`config.mk`:
```
export PLATFORM = sky130hd
export DESIGN_NAME = set_assoc_cache_fifo_lookup_flat
export DESIGN_NICKNAME = d
export VERILOG_FILES = /design/src/sacfl_pkg.sv /design/src/sacfl_req_if.sv /design/src/sacfl_rsp_if.sv /design/src/set_assoc_cache_fifo_lookup.sv /design/src/sacfl_ctrl.sv /design/src/sacfl_datapath.sv /design/src/flat_wrapper.sv
export SDC_FILE = /design/constraint.sdc
export NUM_CORES = 1
export LEC_CHECK = 0
export ABC_CLOCK_PERIOD_IN_PS = 5600
export BUFFER_PORTS_ARGS = -buffer_cell sky130_fd_sc_hd__buf_2
export CAP_MARGIN = 20
export CORE_MARGIN = 4
export CORE_UTILIZATION = 64
export CTS_CLUSTER_SIZE = 24
export DETAILED_ROUTE_END_ITERATION = 7
export PLACE_DENSITY = 0.93
export SYNTH_ARGS = -nofsm -noshare
export SYNTH_HDL_FRONTEND = slang
export SYNTH_SLANG_ARGS = --single-unit
```
`constraint.sdc`:
```
create_clock -name clock -period 5.6 [get_ports clock]
set_input_delay 1.12 -clock clock [delete_from_list [all_inputs] [get_ports clock]]
set_output_delay 1.12 -clock clock [all_outputs]
set_load 0.05 [all_outputs]
```
`src/sacfl_pkg.sv`:
```
package sacfl_pkg;

   // Controller states, one-hot.
   typedef enum logic [1:0] {
      ST_IDLE   = 2'b01,
      ST_LOOKUP = 2'b10
   } state_type;

   // Commands from the controller to the datapath.
   typedef struct packed {
      logic load;    // capture the request address
      logic commit;  // perform the lookup, update the directory, load the result
   } cmd_type;

   // Status from the datapath to the controller.
   typedef struct packed {
      logic out_free; // the result register can take a new result this cycle
   } status_type;

endpackage

```
`src/sacfl_req_if.sv`:
```
interface sacfl_req_if #(
   parameter int ADDR_BITS = 12
) ();
   logic                 valid;
   logic                 ready;
   logic [ADDR_BITS-1:0] address;

   modport source (output valid, output address, input ready);
   modport sink   (input valid, input address, output ready);
endinterface

```
`src/sacfl_rsp_if.sv`:
```
interface sacfl_rsp_if #(
   parameter int ADDR_BITS  = 12,
   parameter int WAY_BITS   = 2,
   parameter int COUNT_BITS = 16
) ();
   logic                  valid;
   logic                  ready;
   logic                  hit;
   logic [WAY_BITS-1:0]   way;
   logic                  evicted;
   logic [ADDR_BITS-1:0]  block_base;
   logic [COUNT_BITS-1:0] hits_so_far;
   logic [COUNT_BITS-1:0] misses_so_far;

   modport source (output valid, output hit, output way, output evicted, output block_base,
                   output hits_so_far, output misses_so_far, input ready);
   modport sink   (input valid, input hit, input way, input evicted, input block_base,
                   input hits_so_far, input misses_so_far, output ready);
endinterface

```
`src/set_assoc_cache_fifo_lookup.sv`:
```
// Four-way set-associative cache directory with FIFO replacement. Each request transaction
// carries a word address; the block answers with one response transaction giving hit or
// miss, the way that hit or was filled, whether a valid block was replaced, the block base
// address and saturating hit and miss counts that include this access. A request is taken
// in the idle state and looked up and committed in the lookup state, so a new request is
// not accepted until the last one has committed; this is set by the accept/lookup loop,
// as each lookup reads directory state written by the one before. The response sits in an
// output register, so the next request is accepted while a response waits to be taken,
// and a stalled response holds the lookup only when the register is still occupied.
// Valid bits and replacement pointers clear in the reset cycle; no clearing pass follows.
module set_assoc_cache_fifo_lookup #(
   parameter int ADDR_BITS   = 12,
   parameter int WAYS        = 4,
   parameter int SET_BITS    = 1,
   parameter int OFFSET_BITS = 2,
   parameter int COUNT_BITS  = 16
) (
   input  logic        clock,
   input  logic        reset,
   sacfl_req_if.sink   req,
   sacfl_rsp_if.source rsp
);

   localparam int WAY_BITS = (WAYS > 1) ? $clog2(WAYS) : 1;

   sacfl_pkg::cmd_type    cmd;
   sacfl_pkg::status_type status;
   logic                  ctrl_ready;

   assign req.ready = ctrl_ready;

   sacfl_ctrl u_ctrl (
      .clock     (clock),
      .reset     (reset),
      .req_valid (req.valid),
      .req_ready (ctrl_ready),
      .status    (status),
      .cmd       (cmd)
   );

   sacfl_datapath #(
      .ADDR_BITS   (ADDR_BITS),
      .WAYS        (WAYS),
      .SET_BITS    (SET_BITS),
      .OFFSET_BITS (OFFSET_BITS),
      .COUNT_BITS  (COUNT_BITS),
      .WAY_BITS    (WAY_BITS)
   ) u_datapath (
      .clock   (clock),
      .reset   (reset),
      .address (req.address),
      .cmd     (cmd),
      .status  (status),
      .rsp     (rsp)
   );

endmodule

```
`src/sacfl_ctrl.sv`:
```
module sacfl_ctrl (
   input  logic                  clock,
   input  logic                  reset,
   input  logic                  req_valid,
   output logic                  req_ready,
   input  sacfl_pkg::status_type status,
   output sacfl_pkg::cmd_type    cmd
);

   sacfl_pkg::state_type state_ff;
   sacfl_pkg::state_type state_in;

   assign req_ready  = (state_ff == sacfl_pkg::ST_IDLE);
   assign cmd.load   = req_valid & req_ready;
   assign cmd.commit = (state_ff == sacfl_pkg::ST_LOOKUP) & status.out_free;

   always_comb begin
      state_in = state_ff;
      unique case (state_ff)
         sacfl_pkg::ST_IDLE: begin
            if (cmd.load) begin
               state_in = sacfl_pkg::ST_LOOKUP;
            end
         end
         sacfl_pkg::ST_LOOKUP: begin
            if (status.out_free) begin
               state_in = sacfl_pkg::ST_IDLE;
            end
         end
         default: begin
            state_in = sacfl_pkg::ST_IDLE;
         end
      endcase
   end

   always_ff @(posedge clock) begin
      if (reset) begin
         state_ff <= sacfl_pkg::ST_IDLE;
      end else begin
         state_ff <= state_in;
      end
   end

   // An accepted request is always followed by a lookup cycle.
   a_load_to_lookup: assert property (@(posedge clock) disable iff (reset)
      cmd.load |=> (state_ff == sacfl_pkg::ST_LOOKUP))
      else $error("accepted request did not enter lookup");

   // A lookup that cannot commit keeps waiting and does not lose the request.
   a_lookup_holds: assert property (@(posedge clock) disable iff (reset)
      (state_ff == sacfl_pkg::ST_LOOKUP) && !status.out_free
         |=> (state_ff == sacfl_pkg::ST_LOOKUP))
      else $error("lookup dropped while result register was full");

endmodule

```
`src/sacfl_datapath.sv`:
```
module sacfl_datapath #(
   parameter int ADDR_BITS   = 12,
   parameter int WAYS        = 4,
   parameter int SET_BITS    = 1,
   parameter int OFFSET_BITS = 2,
   parameter int COUNT_BITS  = 16,
   parameter int WAY_BITS    = 2
) (
   input  logic                   clock,
   input  logic                   reset,
   input  logic [ADDR_BITS-1:0]   address,
   input  sacfl_pkg::cmd_type     cmd,
   output sacfl_pkg::status_type  status,
   sacfl_rsp_if.source            rsp
);

   localparam int TAG_BITS     = ADDR_BITS - SET_BITS - OFFSET_BITS;
   localparam int NUM_SETS     = 1 << SET_BITS;
   localparam int SET_IDX_BITS = (SET_BITS > 0) ? SET_BITS : 1;
   localparam logic [ADDR_BITS-1:0] OFFSET_MASK =
      ADDR_BITS'((64'd1 << OFFSET_BITS) - 64'd1);
   localparam logic [WAY_BITS:0] WAYS_LIMIT = (WAY_BITS+1)'(WAYS);

   // Directory state. Tags carry no reset; an invalid way never matches.
   logic [TAG_BITS-1:0]   tag_ff   [NUM_SETS][WAYS];
   logic                  valid_ff [NUM_SETS][WAYS];
   logic [WAY_BITS-1:0]   ptr_ff   [NUM_SETS];
   logic [COUNT_BITS-1:0] hit_cnt_ff;
   logic [COUNT_BITS-1:0] hit_cnt_in;
   logic [COUNT_BITS-1:0] miss_cnt_ff;
   logic [COUNT_BITS-1:0] miss_cnt_in;

   logic [ADDR_BITS-1:0]  addr_ff;

   // Result register.
   logic                  rsp_valid_ff;
   logic                  rsp_valid_in;
   logic                  out_hit_ff;
   logic [WAY_BITS-1:0]   out_way_ff;
   logic                  out_evicted_ff;
   logic [ADDR_BITS-1:0]  out_base_ff;
   logic [COUNT_BITS-1:0] out_hits_ff;
   logic [COUNT_BITS-1:0] out_misses_ff;

   logic [SET_IDX_BITS-1:0] set_idx;
   logic [TAG_BITS-1:0]     tag;
   logic                    hit;
   logic [WAY_BITS-1:0]     hit_way;
   logic [WAY_BITS-1:0]     victim;
   logic                    evict;
   logic [WAY_BITS:0]       ptr_inc;
   logic [WAY_BITS-1:0]     ptr_next;
   logic [WAY_BITS-1:0]     res_way;

   generate
      if (SET_BITS > 0) begin : g_set
         assign set_idx = addr_ff[OFFSET_BITS +: SET_IDX_BITS];
      end else begin : g_noset
         assign set_idx = '0;
      end
   endgenerate

   assign tag = addr_ff[ADDR_BITS-1 -: TAG_BITS];

   // Parallel tag compare; the lowest matching way wins.
   always_comb begin
      hit     = 1'b0;
      hit_way = '0;
      for (int w = WAYS - 1; w >= 0; w--) begin
         if (valid_ff[set_idx][w] && (tag_ff[set_idx][w] == tag)) begin
            hit     = 1'b1;
            hit_way = WAY_BITS'(w);
         end
      end
   end

   assign victim   = ptr_ff[set_idx];
   assign evict    = valid_ff[set_idx][victim];
   assign ptr_inc  = {1'b0, victim} + (WAY_BITS+1)'(1);
   assign ptr_next = (ptr_inc >= WAYS_LIMIT) ? '0 : ptr_inc[WAY_BITS-1:0];
   assign res_way  = hit ? hit_way : victim;

   assign hit_cnt_in  = (hit && !(&hit_cnt_ff)) ? hit_cnt_ff + COUNT_BITS'(1) : hit_cnt_ff;
   assign miss_cnt_in = (!hit && !(&miss_cnt_ff)) ?
                        miss_cnt_ff + COUNT_BITS'(1) : miss_cnt_ff;

   assign status.out_free = !rsp_valid_ff || rsp.ready;

   always_comb begin
      rsp_valid_in = rsp_valid_ff;
      if (cmd.commit) begin
         rsp_valid_in = 1'b1;
      end else if (rsp.ready) begin
         rsp_valid_in = 1'b0;
      end
   end

   always_ff @(posedge clock) begin
      if (reset) begin
         rsp_valid_ff <= 1'b0;
         hit_cnt_ff   <= '0;
         miss_cnt_ff  <= '0;
         for (int s = 0; s < NUM_SETS; s++) begin
            ptr_ff[s] <= '0;
            for (int w = 0; w < WAYS; w++) begin
               valid_ff[s][w] <= 1'b0;
            end
         end
      end else begin
         rsp_valid_ff <= rsp_valid_in;
         if (cmd.commit) begin
            hit_cnt_ff  <= hit_cnt_in;
            miss_cnt_ff <= miss_cnt_in;
            if (!hit) begin
               valid_ff[set_idx][victim] <= 1'b1;
               ptr_ff[set_idx]           <= ptr_next;
            end
         end
      end
   end

   always_ff @(posedge clock) begin
      if (cmd.load) begin
         addr_ff <= address;
      end
      if (cmd.commit) begin
         if (!hit) begin
            tag_ff[set_idx][victim] <= tag;
         end
         out_hit_ff     <= hit;
         out_way_ff     <= res_way;
         out_evicted_ff <= !hit && evict;
         out_base_ff    <= addr_ff & ~OFFSET_MASK;
         out_hits_ff    <= hit_cnt_in;
         out_misses_ff  <= miss_cnt_in;
      end
   end

   assign rsp.valid         = rsp_valid_ff;
   assign rsp.hit           = out_hit_ff;
   assign rsp.way           = out_way_ff;
   assign rsp.evicted       = out_evicted_ff;
   assign rsp.block_base    = out_base_ff;
   assign rsp.hits_so_far   = out_hits_ff;
   assign rsp.misses_so_far = out_misses_ff;

   // A committed lookup always leaves a result pending in the next cycle.
   a_commit_gives_result: assert property (@(posedge clock) disable iff (reset)
      cmd.commit |=> rsp_valid_ff)
      else $error("committed lookup produced no result");

   // A hit never reports an eviction.
   a_hit_no_evict: assert property (@(posedge clock) disable iff (reset)
      rsp_valid_ff && out_hit_ff |-> !out_evicted_ff)
      else $error("hit reported with eviction");

   // After a miss the filled way is valid and holds the tag of the access.
   a_fill_matches: assert property (@(posedge clock) disable iff (reset)
      cmd.commit && !hit |=> hit)
      else $error("filled way does not match the access");

endmodule
```
`src/flat_wrapper.sv`:
```
// flat-port wrapper written by rule: the top's interface ports become plain ports
module set_assoc_cache_fifo_lookup_flat 
#(
   parameter int ADDR_BITS   = 12,
   parameter int WAYS        = 4,
   parameter int SET_BITS    = 1,
   parameter int OFFSET_BITS = 2,
   parameter int COUNT_BITS  = 16
)
  (clock, reset, req_valid, req_address, req_ready, rsp_valid, rsp_hit, rsp_way, rsp_evicted, rsp_block_base, rsp_hits_so_far, rsp_misses_so_far, rsp_ready);
  sacfl_req_if #(.ADDR_BITS(ADDR_BITS)) req_i ();
  sacfl_rsp_if #(.ADDR_BITS(ADDR_BITS), .COUNT_BITS(COUNT_BITS)) rsp_i ();
  input  logic clock;
  input  logic reset;
  input wire logic [$bits(req_i.valid)-1:0] req_valid;
  input wire logic [$bits(req_i.address)-1:0] req_address;
  output wire logic [$bits(req_i.ready)-1:0] req_ready;
  output wire logic [$bits(rsp_i.valid)-1:0] rsp_valid;
  output wire logic [$bits(rsp_i.hit)-1:0] rsp_hit;
  output wire logic [$bits(rsp_i.way)-1:0] rsp_way;
  output wire logic [$bits(rsp_i.evicted)-1:0] rsp_evicted;
  output wire logic [$bits(rsp_i.block_base)-1:0] rsp_block_base;
  output wire logic [$bits(rsp_i.hits_so_far)-1:0] rsp_hits_so_far;
  output wire logic [$bits(rsp_i.misses_so_far)-1:0] rsp_misses_so_far;
  input wire logic [$bits(rsp_i.ready)-1:0] rsp_ready;
  assign req_i.valid = req_valid;
  assign req_i.address = req_address;
  assign req_ready = req_i.ready;
  assign rsp_valid = rsp_i.valid;
  assign rsp_hit = rsp_i.hit;
  assign rsp_way = rsp_i.way;
  assign rsp_evicted = rsp_i.evicted;
  assign rsp_block_base = rsp_i.block_base;
  assign rsp_hits_so_far = rsp_i.hits_so_far;
  assign rsp_misses_so_far = rsp_i.misses_so_far;
  assign rsp_i.ready = rsp_ready;
  set_assoc_cache_fifo_lookup #(.ADDR_BITS(ADDR_BITS), .WAYS(WAYS), .SET_BITS(SET_BITS), .OFFSET_BITS(OFFSET_BITS), .COUNT_BITS(COUNT_BITS)) u_core (.clock(clock), .reset(reset), .req(req_i), .rsp(rsp_i));
endmodule
```
---- After elaboration in Yosys (flattened, before gate mapping) ----
Memories as Yosys holds them, arrays and structs flattened. A register that Yosys moved wholly into a read port is not among the register bits.
Cells that the tools add are included.
Widths: inputs -> output; s select.
storage, ports and cells
  bits in writable memories ............... 84
  output and inout bits ................... 50
  register bits ........................... 93
  word-level logic and storage cells ...... 91
  memories ................................ 3
cells by class
  order comparisons ....................... 3
  muxes and demuxes ....................... 41
  bitwise operators ....................... 3
  add/subtract/negate cells ............... 3
  equal/unequal tests ..................... 8
  reduce and logical (&&, ||, !) cells .... 19
memory list
  memory                      depth  bits a word  read ports  clocked after memory_dff  wr ports  line                  text
  u_core.u_datapath.tag_ff    2      36           1           1                         1         sacfl_datapath.sv:25  logic [TAG_BITS-1:0] tag_ff [NUM_SETS][WAYS];
  u_core.u_datapath.valid_ff  2      4            1           1                         2         sacfl_datapath.sv:26  logic valid_ff [NUM_SETS][WAYS];
  u_core.u_datapath.ptr_ff    2      2            1           1                         2         sacfl_datapath.sv:27  logic [WAY_BITS-1:0] ptr_ff [NUM_SETS];
operators by type and width
  cell                   count
  $eq 9x9->1             4
  $mux 36                1
  $add 16x1->16 const B  2
  $mux 16                2
  $reduce_and 16->1      2
  $mux 1                 21
  $demux 9 s2            1
  $mux 2                 9
  $mux 4                 3
  $mux 9                 1
  $logic_and 1x1->1      8
  $ge 3x3->1 const B     2
  $logic_not 1->1        4
  $pmux 2 s2             1
  $reduce_or 4->1        1
  $add 2x1->3 const B    1
  $lt 3x1->1 const B     1
  $not 2->3              1
  $and 1x1->1            2
  $bmux 1 s2             1
  $demux 1 s2            1
  $eq 2x1->1 const B     1
  $eq 2x2->1 const B     1
  $ne 2x1->1 const B     1
  5 further kinds        5

---- Depth between registers and ports, before layout ----
Gate-level depths: netlist of run 1.
  depth after elaboration ................. 12
  mapped depth ............................ 12
  gate-level depth less buffers ........... 8

---- Modules after synthesis ----
Synthesis of run 1 repeated with hierarchy kept, for this count alone.
second synthesis, totals
  cell total of the unflattened synthesis .. 600
  area total of the unflattened synthesis .. 7852.5 µm²
by module, submodules not included
  module          seq. area each (µm²)  area an instance (µm²)  cells each  instances
  sacfl_datapath  4884.7                7757.4                  591         1
  sacfl_ctrl      40.0                  95.1                    9           1

---- Least setup slack after synthesis of run 1 ----
OpenSTA, ideal clock, no wires.
  kind .................................... input port to flip-flop
  from .................................... input port rsp_ready
  to ...................................... register u_core.u_datapath.miss_cnt_ff[11]
  data arrival time ....................... 2.950 ns
  cell stages on the path ................. 7
  setup slack ............................. 2.579 ns
  cells stage by stage .................... nand2b_1 > nor2b_1 > clkbuf_1 > buf_2 > nand3_1 > or3_1 > a21oi_1
RTL lines
  element               line                   text
  from (decl)           flat_wrapper.sv:25     input wire logic [$bits(rsp_i.ready)-1:0] rsp_ready;
  to (signal assigned)  sacfl_datapath.sv:113  miss_cnt_ff <= miss_cnt_in;
  to (decl)             sacfl_datapath.sv:30   logic [COUNT_BITS-1:0] miss_cnt_ff;

==> results of run 1 <==
==> final timing paths <==
check,slack [ns],to
setup / recovery,1.13,u_core.u_datapath.tag_ff[1][0]
hold / removal,0.51,u_core.u_datapath.hit_cnt_ff[1]
setup reg to reg,1.13,u_core.u_datapath.tag_ff[1][0]
hold reg to reg,0.51,u_core.u_datapath.hit_cnt_ff[1]
==> critical path: stages (launching register included) <==
cell and delay, ns:
dfxtp_2 0.78, buf_4 0.48, mux2i_1 0.32, xnor2_1 0.17
nor4_1 0.10, nand4_1 0.18, nand4_4 0.57, nand2b_1 0.64
nor2_1 0.81
==> cell type report <==
class / count / area, um2 / share of cell area
sequential: 176 / 4926 / 0.5509
inverter: 16 / 60.06 / 0.006716
tap: 168 / 210.2 / 0.02351
clock buffer: 18 / 429.2 / 0.04799
multi-input combinational: 400 / 2829 / 0.3164
timing repair buffer: 69 / 372.9 / 0.04170
clock inverter: 14 / 115.1 / 0.01287
==> Yosys cell counts (all sizes together), types with 8 or more instances <==
| cell | instances |
|---|---|
| nor4 | 22 |
| nor2b | 16 |
| dfxtp | 36 |
| clkbuf | 17 |
| nor3 | 15 |
| and2 | 8 |
| inv | 16 |
| nand2 | 30 |
| mux2i | 39 |
| and3 | 19 |
| edfxtp | 140 |
| nand3 | 33 |
| mux2 | 20 |
| nand4 | 17 |
| o21ai | 19 |
| nor2 | 34 |
| xor2 | 15 |
| xnor2 | 50 |
| buf | 25 |
| a21oi | 14 |
==> where the power goes <==
group          internal (mW)  switching [mW]  total (mW)  leakage [nW]
logic                 0.0542          0.0863       0.140          1.44
registers               1.42          0.0338        1.46          1.62
clock network          0.610           0.489        1.10         0.262
total                   2.09           0.610        2.70          3.32
==> sequential cells by signal, indices dropped and copies added, names as in the netlist, named ones only <==
register / flops
u_core.u_datapath.valid_ff: 8
u_core.u_ctrl.state_ff: 2
u_core.u_datapath.rsp.valid: 1
u_core.u_datapath.tag_ff: 72
u_core.u_datapath.hit_cnt_ff: 16
u_core.u_datapath.rsp.way: 2
u_core.u_datapath.ptr_ff: 4
u_core.u_datapath.miss_cnt_ff: 16
u_core.u_datapath.rsp.misses_so_far: 16
u_core.u_datapath.rsp.block_base: 10
u_core.u_datapath.rsp.hits_so_far: 16
u_core.u_datapath.rsp.evicted: 1
u_core.u_datapath.rsp.hit: 1
u_core.u_datapath.addr_ff: 10
==> logic make-up after synthesis <==
kind of cell / synth area share
buf+inv: 0.03738
compound gates: 0.04252
flops: 0.6130
fa+ha+maj: 0.009344
xor+xnor: 0.07086
simple gates: 0.1461
mux: 0.08036
other cells: 0.0004668
==> through the flow <==
step / hold slack (ns) / util
4_1_cts: 0.5036 / 0.7353
3_3_place_gp: 0.4708 / 0.6893
5_1_grt: 0.5375 / 0.7353
3_5_place_dp: 0.4934 / 0.6905
2_1_floorplan: 0.4568 / -
6_report: 0.5091 / 0.7353
==> routing by layer <==
layer / track usage / up-vias / routed length (um)
met5: 0 / - / 0
li1: - / 2409 / -
met3: 0.06409 / 39 / 1323
met2: 0.4159 / 269 / 8876
met1: 0.2985 / 2556 / 6551
met4: 0.09162 / 0 / 367
==> flow_summary.yaml, run 1 <==
outcome:
  status: "completed"
route:
  post-route-drc-count: 0
  dr_total_vias: 5273
  avgViaCountPerCell: 6.124
  first_pass_iters: 5
  wirelength_um: 17120
  drtIter0Drc: 397
  wl_per_cell_um: 19.88
  postRouteAntennaNets: 0
placed_design:
  place_inst: 829
  io_buffers: 61
  hpwlAfterDp_um: 10110
  gp_congestion: 0.8312
  post-place-ws_ns: 1.245
  placed_cell_area_um2: 8398
timing:
  slew_headroom: 0.4137
  hold_violations: 0
  timing.fmax_ghz: 0.2239
  fin_crit_ns: 4.467
  drv_slew: 0
  rsz0062_at_grt: "false"
  setup_viol_count_final: 0
  fin_setup_tns_ns: 0
  worst_pin_slew_ns: 0.8762
  skew_ns: 0.009568
  period_share: 0.7976
  setup_ws_ns: 1.133
yosys:
  yosysWarnings: 0
  ys_seq_elements: 176
  yosysUniqueCellTypes: 47
  synth_edf_count: 140
  ys.flop_type: "edfxtp_1"
  synth_area_leaders: "edfxtp_1 52%, dfxtp_1 9.0%, xnor2_1 5.5%"
  synth.avg_cell_area_um2: 12.69
  yosysTopAreaCell: "edfxtp_1"
  ys_seq_area_frac: 0.6130
  syn-cell-area_um2: 8034
  yosysTopAreaCellShare: 0.5233
  async_reset_ff_frac: 0
  syn_inst: 633
die:
  die_y_um: 120.0
  die_w_um: 120.0
  initial_utilization: 0.6606
  io-pin-count: 66
  core_um2: 12160
  die-area_um2: 14410
  num_rows: 40
global_routing:
  grt_overflow_total: 0
  antenna_found_initial: 0
  grt_pass1_vias: 5340
  grt_pass1_wl_um: 27440
  grtUsageTotal: 0.2439
  grt_max_degree: 60
hold_path:
  hp-class: "flip-flop to flip-flop"
  hp-start: "u_core.u_datapath.hit_cnt_ff[1]"
  hold_depth: 2
cells_and_area:
  area_growth_syn_to_layout_pct: 11.31
  final_common_cell: "edfxtp_1"
  layout.cells.non_filler: 861
  layout-drive-gt1-share: 0.1934
  postLayoutCellArea_um2: 8942
  diodes: 0
  final_cell_mix: "140 x edfxtp_1, 61 x buf_2, 50 x xnor2_1, 39 x mux2i_1, 35 x dfxtp_1"
  num-fill-cells: 712
  nets: 702
cts:
  cts_setup_buffers: 0
  cts_tree: "yes"
  postCtsHoldBufs: 0
  root_buffer: "clkbuf_16"
  cts_buffers: 17
  clock_latency_ns: 0.42
  cts_resized: 0
  clock_tree.buffer_depth: 2
  cts.sinks: 176
  h-tree-depth: 4
  clk_pin_slew_ns: 0.06
setup_path:
  crit_required_ns: 5.65
  reg2reg_depth: 8
  endpoint_kind: "flip-flop"
  critPathArrivalTime_ns: 4.51
  crit_type: "flip-flop to flip-flop"
  cp_max_fo: 41
  cp-start-kind: "flip-flop"
pwr:
  powerDensity_nw_per_um2: 301.8
  max-vdd-ir-drop_mv: 0.2242
  power_mw: 2.699
  leakage_nw: 3.321
job:
  maxCapViolCount: 0
No activity file was read; power rests on OpenSTA's default activity.
==> run 2: changes to the inputs <==
--- a/config.mk
+++ b/config.mk
@@ -5,14 +5,14 @@
 export SDC_FILE = /design/constraint.sdc
 export NUM_CORES = 1
 export LEC_CHECK = 0
-export ABC_CLOCK_PERIOD_IN_PS = 5600
+export ABC_CLOCK_PERIOD_IN_PS = 4000
 export BUFFER_PORTS_ARGS = -buffer_cell sky130_fd_sc_hd__buf_2
 export CAP_MARGIN = 20
 export CORE_MARGIN = 4
-export CORE_UTILIZATION = 64
+export CORE_UTILIZATION = 54
 export CTS_CLUSTER_SIZE = 24
 export DETAILED_ROUTE_END_ITERATION = 7
-export PLACE_DENSITY = 0.93
+export PLACE_DENSITY = 0.85
 export SYNTH_ARGS = -nofsm -noshare
 export SYNTH_HDL_FRONTEND = slang
 export SYNTH_SLANG_ARGS = --single-unit
==> constraint.sdc (replaced) <==
create_clock -name clock -period 4 [get_ports clock]
set_input_delay 0.8 -clock clock [delete_from_list [all_inputs] [get_ports clock]]
set_output_delay 0.8 -clock clock [all_outputs]
set_load 0.05 [all_outputs]
==> run 2 against run 1 <==
Effect of this change: sequential share of layout area fell by 0.92 points; non-clock buffer count rose by 4; total power rose by 47%; first-iteration DRC count fell by 11%; critical path type unchanged; critical endpoint is now u_core.u_datapath.miss_cnt_ff[4].
==> flow_summary.yaml, run 2 (synthesized netlist as in run 1, its figures left out) <==
die:
  die_y_um: 130.0
  initial_utilization: 0.5528
  io-pin-count: 66
  die-area_um2: 16890
  core_um2: 14530
  num_rows: 44
  die_w_um: 130.0
timing:
  setup_viol_count_final: 0
  drv_slew: 0
  fin_setup_tns_ns: 0
  fin_crit_ns: 3.048
  timing.fmax_ghz: 0.3281
  slew_headroom: 0.5918
  hold_violations: 0
  skew_ns: 0.009816
  period_share: 0.7620
  rsz0062_at_grt: "false"
  worst_pin_slew_ns: 0.6124
  setup_ws_ns: 0.9519
setup_path:
  r2r_end: "u_core.u_datapath.miss_cnt_ff[4]"
  r2r-start: "u_core.u_datapath.miss_cnt_ff[0]"
  crit_required_ns: 4.32
  cp_slowest_stage_delay_ns: 0.56
  cp-start-kind: "flip-flop"
  crit_slowest_cell: "nand2_1"
  path_cells: "ha_1 > and3_1 > nand4_1 > nor4_1 > nand3_1 > nand2_1 > nor4_1 > mux2_2"
  reg2reg_depth: 8
  regToRegSetupSlack_ns: 0.95
  crit_type: "flip-flop to flip-flop"
  crit_top_cell: "nor4_1"
  endpoint_kind: "flip-flop"
  cp_max_fo: 18
  critPathArrivalTime_ns: 3.37
route:
  postRouteAntennaNets: 0
  top_layer: "met4"
  wl_per_cell_um: 17.45
  met2_length_um: 7932
  wirelength_um: 15370
  wl_met1_um: 6449
  avgViaCountPerCell: 5.673
  post-route-drc-count: 0
  dr_wl_met3_um: 797
  drtIter0Drc: 353
  dr_total_vias: 4998
  first_pass_iters: 4
pwr:
  internal-power_mw: 3.126
  powerDensity_nw_per_um2: 437.6
  p_switching_mw: 0.8544
  switching_share: 0.2147
  max-vdd-ir-drop_mv: 0.2821
  leakage_nw: 3.389
  p_clk_frac: 0.439
  pwr-share-comb: 0.051
  p_seq_frac: 0.510
  power_mw: 3.980
cells_and_area:
  layout.cells.non_filler: 881
  postLayoutCellArea_um2: 9095
  diodes: 0
  final_cell_mix: "140 x edfxtp_1, 61 x buf_2, 50 x xnor2_1, 39 x mux2i_1, 35 x dfxtp_1"
  largest_reg_flops: 72
  top_register: "u_core.u_datapath.tag_ff"
  final_common_cell: "edfxtp_1"
  nets: 706
  layout-drive-gt1-share: 0.2009
  num-fill-cells: 1108
  area_growth_syn_to_layout_pct: 13.21
global_routing:
  grt_pass1_wl_um: 25460
  grtUsageTotal: 0.1937
  grt_overflow_total: 0
  antenna_found_initial: 0
  grt_max_degree: 81
  grt_pass1_vias: 5034
hold_path:
  hp-class: "flip-flop to flip-flop"
  hp-start: "u_core.u_datapath.hit_cnt_ff[1]"
  hold_depth: 2
  min_to: "u_core.u_datapath.hit_cnt_ff[1]"
cts:
  h-tree-depth: 4
  clk_pin_slew_ns: 0.07
  clock_latency_ns: 0.43
  cts_setup_buffers: 0
  cts_tree: "yes"
  postCtsHoldBufs: 0
  cts.sinks: 176
  root_buffer: "clkbuf_16"
  cts_buffers: 17
  cts_resized: 0
  clock_tree.buffer_depth: 2
placed_design:
  hpwlAfterDp_um: 9796
  post-place-ws_ns: 1.031
  io_buffers: 61
  place_inst: 849
  gp_congestion: 0.8047
  placed_cell_area_um2: 8466
job:
  maxCapViolCount: 0
outcome:
  status: "completed"
[run 2: changes by cell type in the layout (fill, tap and decap cells not counted)]
| cell | before | now |
|---|---|---|
| clkinv_2 | 4 | 2 |
| clkinv_4 | 1 | 2 |
| clkinv_1 | 2 | 1 |
| buf_4 | 7 | 10 |
| buf_12 | 0 | 2 |
| bufinv_16 | 1 | 4 |
| buf_8 | 1 | 0 |
| inv_8 | 0 | 1 |
| clkbuf_1 | 1 | 0 |
| clkinvlp_4 | 3 | 2 |
[run 2: how the worst max path moves through the flow]
stage,endpoint,depth (start not counted),from,slack [ns]
4_1_cts,u_core.u_datapath.tag_ff[0][9],7,u_core.u_datapath.addr_ff[9],1.00
3_3_place_gp,u_core.u_datapath.hit_cnt_ff[0],9,flip-flop,1.16
3_5_place_dp,u_core.u_datapath.hit_cnt_ff[0],9,flip-flop,1.03
5_1_grt,u_core.u_datapath.miss_cnt_ff[15],8,u_core.u_datapath.miss_cnt_ff[0],0.64
6_report,u_core.u_datapath.miss_cnt_ff[4],8,u_core.u_datapath.miss_cnt_ff[0],0.95
2_1_floorplan,u_core.u_datapath.valid_ff[0][3],12,flip-flop,1.12
[run 2: final cells by class]
type / count / area (um2) / area share
clock buffer: 17 / 425.4 / 0.04677
clock inverter: 15 / 203.9 / 0.02242
inverter: 16 / 60.06 / 0.006603
multi-input combinational: 400 / 2829 / 0.3110
sequential: 176 / 4926 / 0.5416
tap: 184 / 230.2 / 0.02531
timing repair buffer: 73 / 420.4 / 0.04622
[run 2: per-stage QoR]
step,hold slack [ns],utilization
global placement,0.4743,0.5825
CTS,0.5275,0.6258
detailed placement,0.5116,0.5825
global route,0.5278,0.6258
floorplan,0.4568,-
finish,0.5207,0.6258
[run 2: power by group through the flow]
stage          Sequential [mW]  Clock (mW)  Combinational (mW)
2_1_floorplan             2.06           0               0.161
5_1_grt                   2.03        1.85               0.223
3_5_place_dp              2.07           0               0.202
6_report                  2.03        1.75               0.204
3_3_place_gp              2.07           0               0.196
4_1_cts                   2.03        1.76               0.206
[run 2: per-layer routing]
| layer | global-route usage | up-vias |
|---|---|---|
| met5 | 0 | - |
| met3 | 0.05117 | 16 |
| li1 | - | 2411 |
| met4 | 0.05196 | 0 |
| met1 | 0.2464 | 2446 |
| met2 | 0.3306 | 125 |
[run 2: worst max-delay path: cells and delay by family (launching register included)]
| kind | cells | cell delay (ns) |
|---|---|---|
| multiplexers | 1 | 0.29 |
| adder cells (fa/ha/maj) | 1 | 0.23 |
| AND/OR/NAND/NOR | 6 | 1.99 |
| flip-flops | 1 | 0.43 |
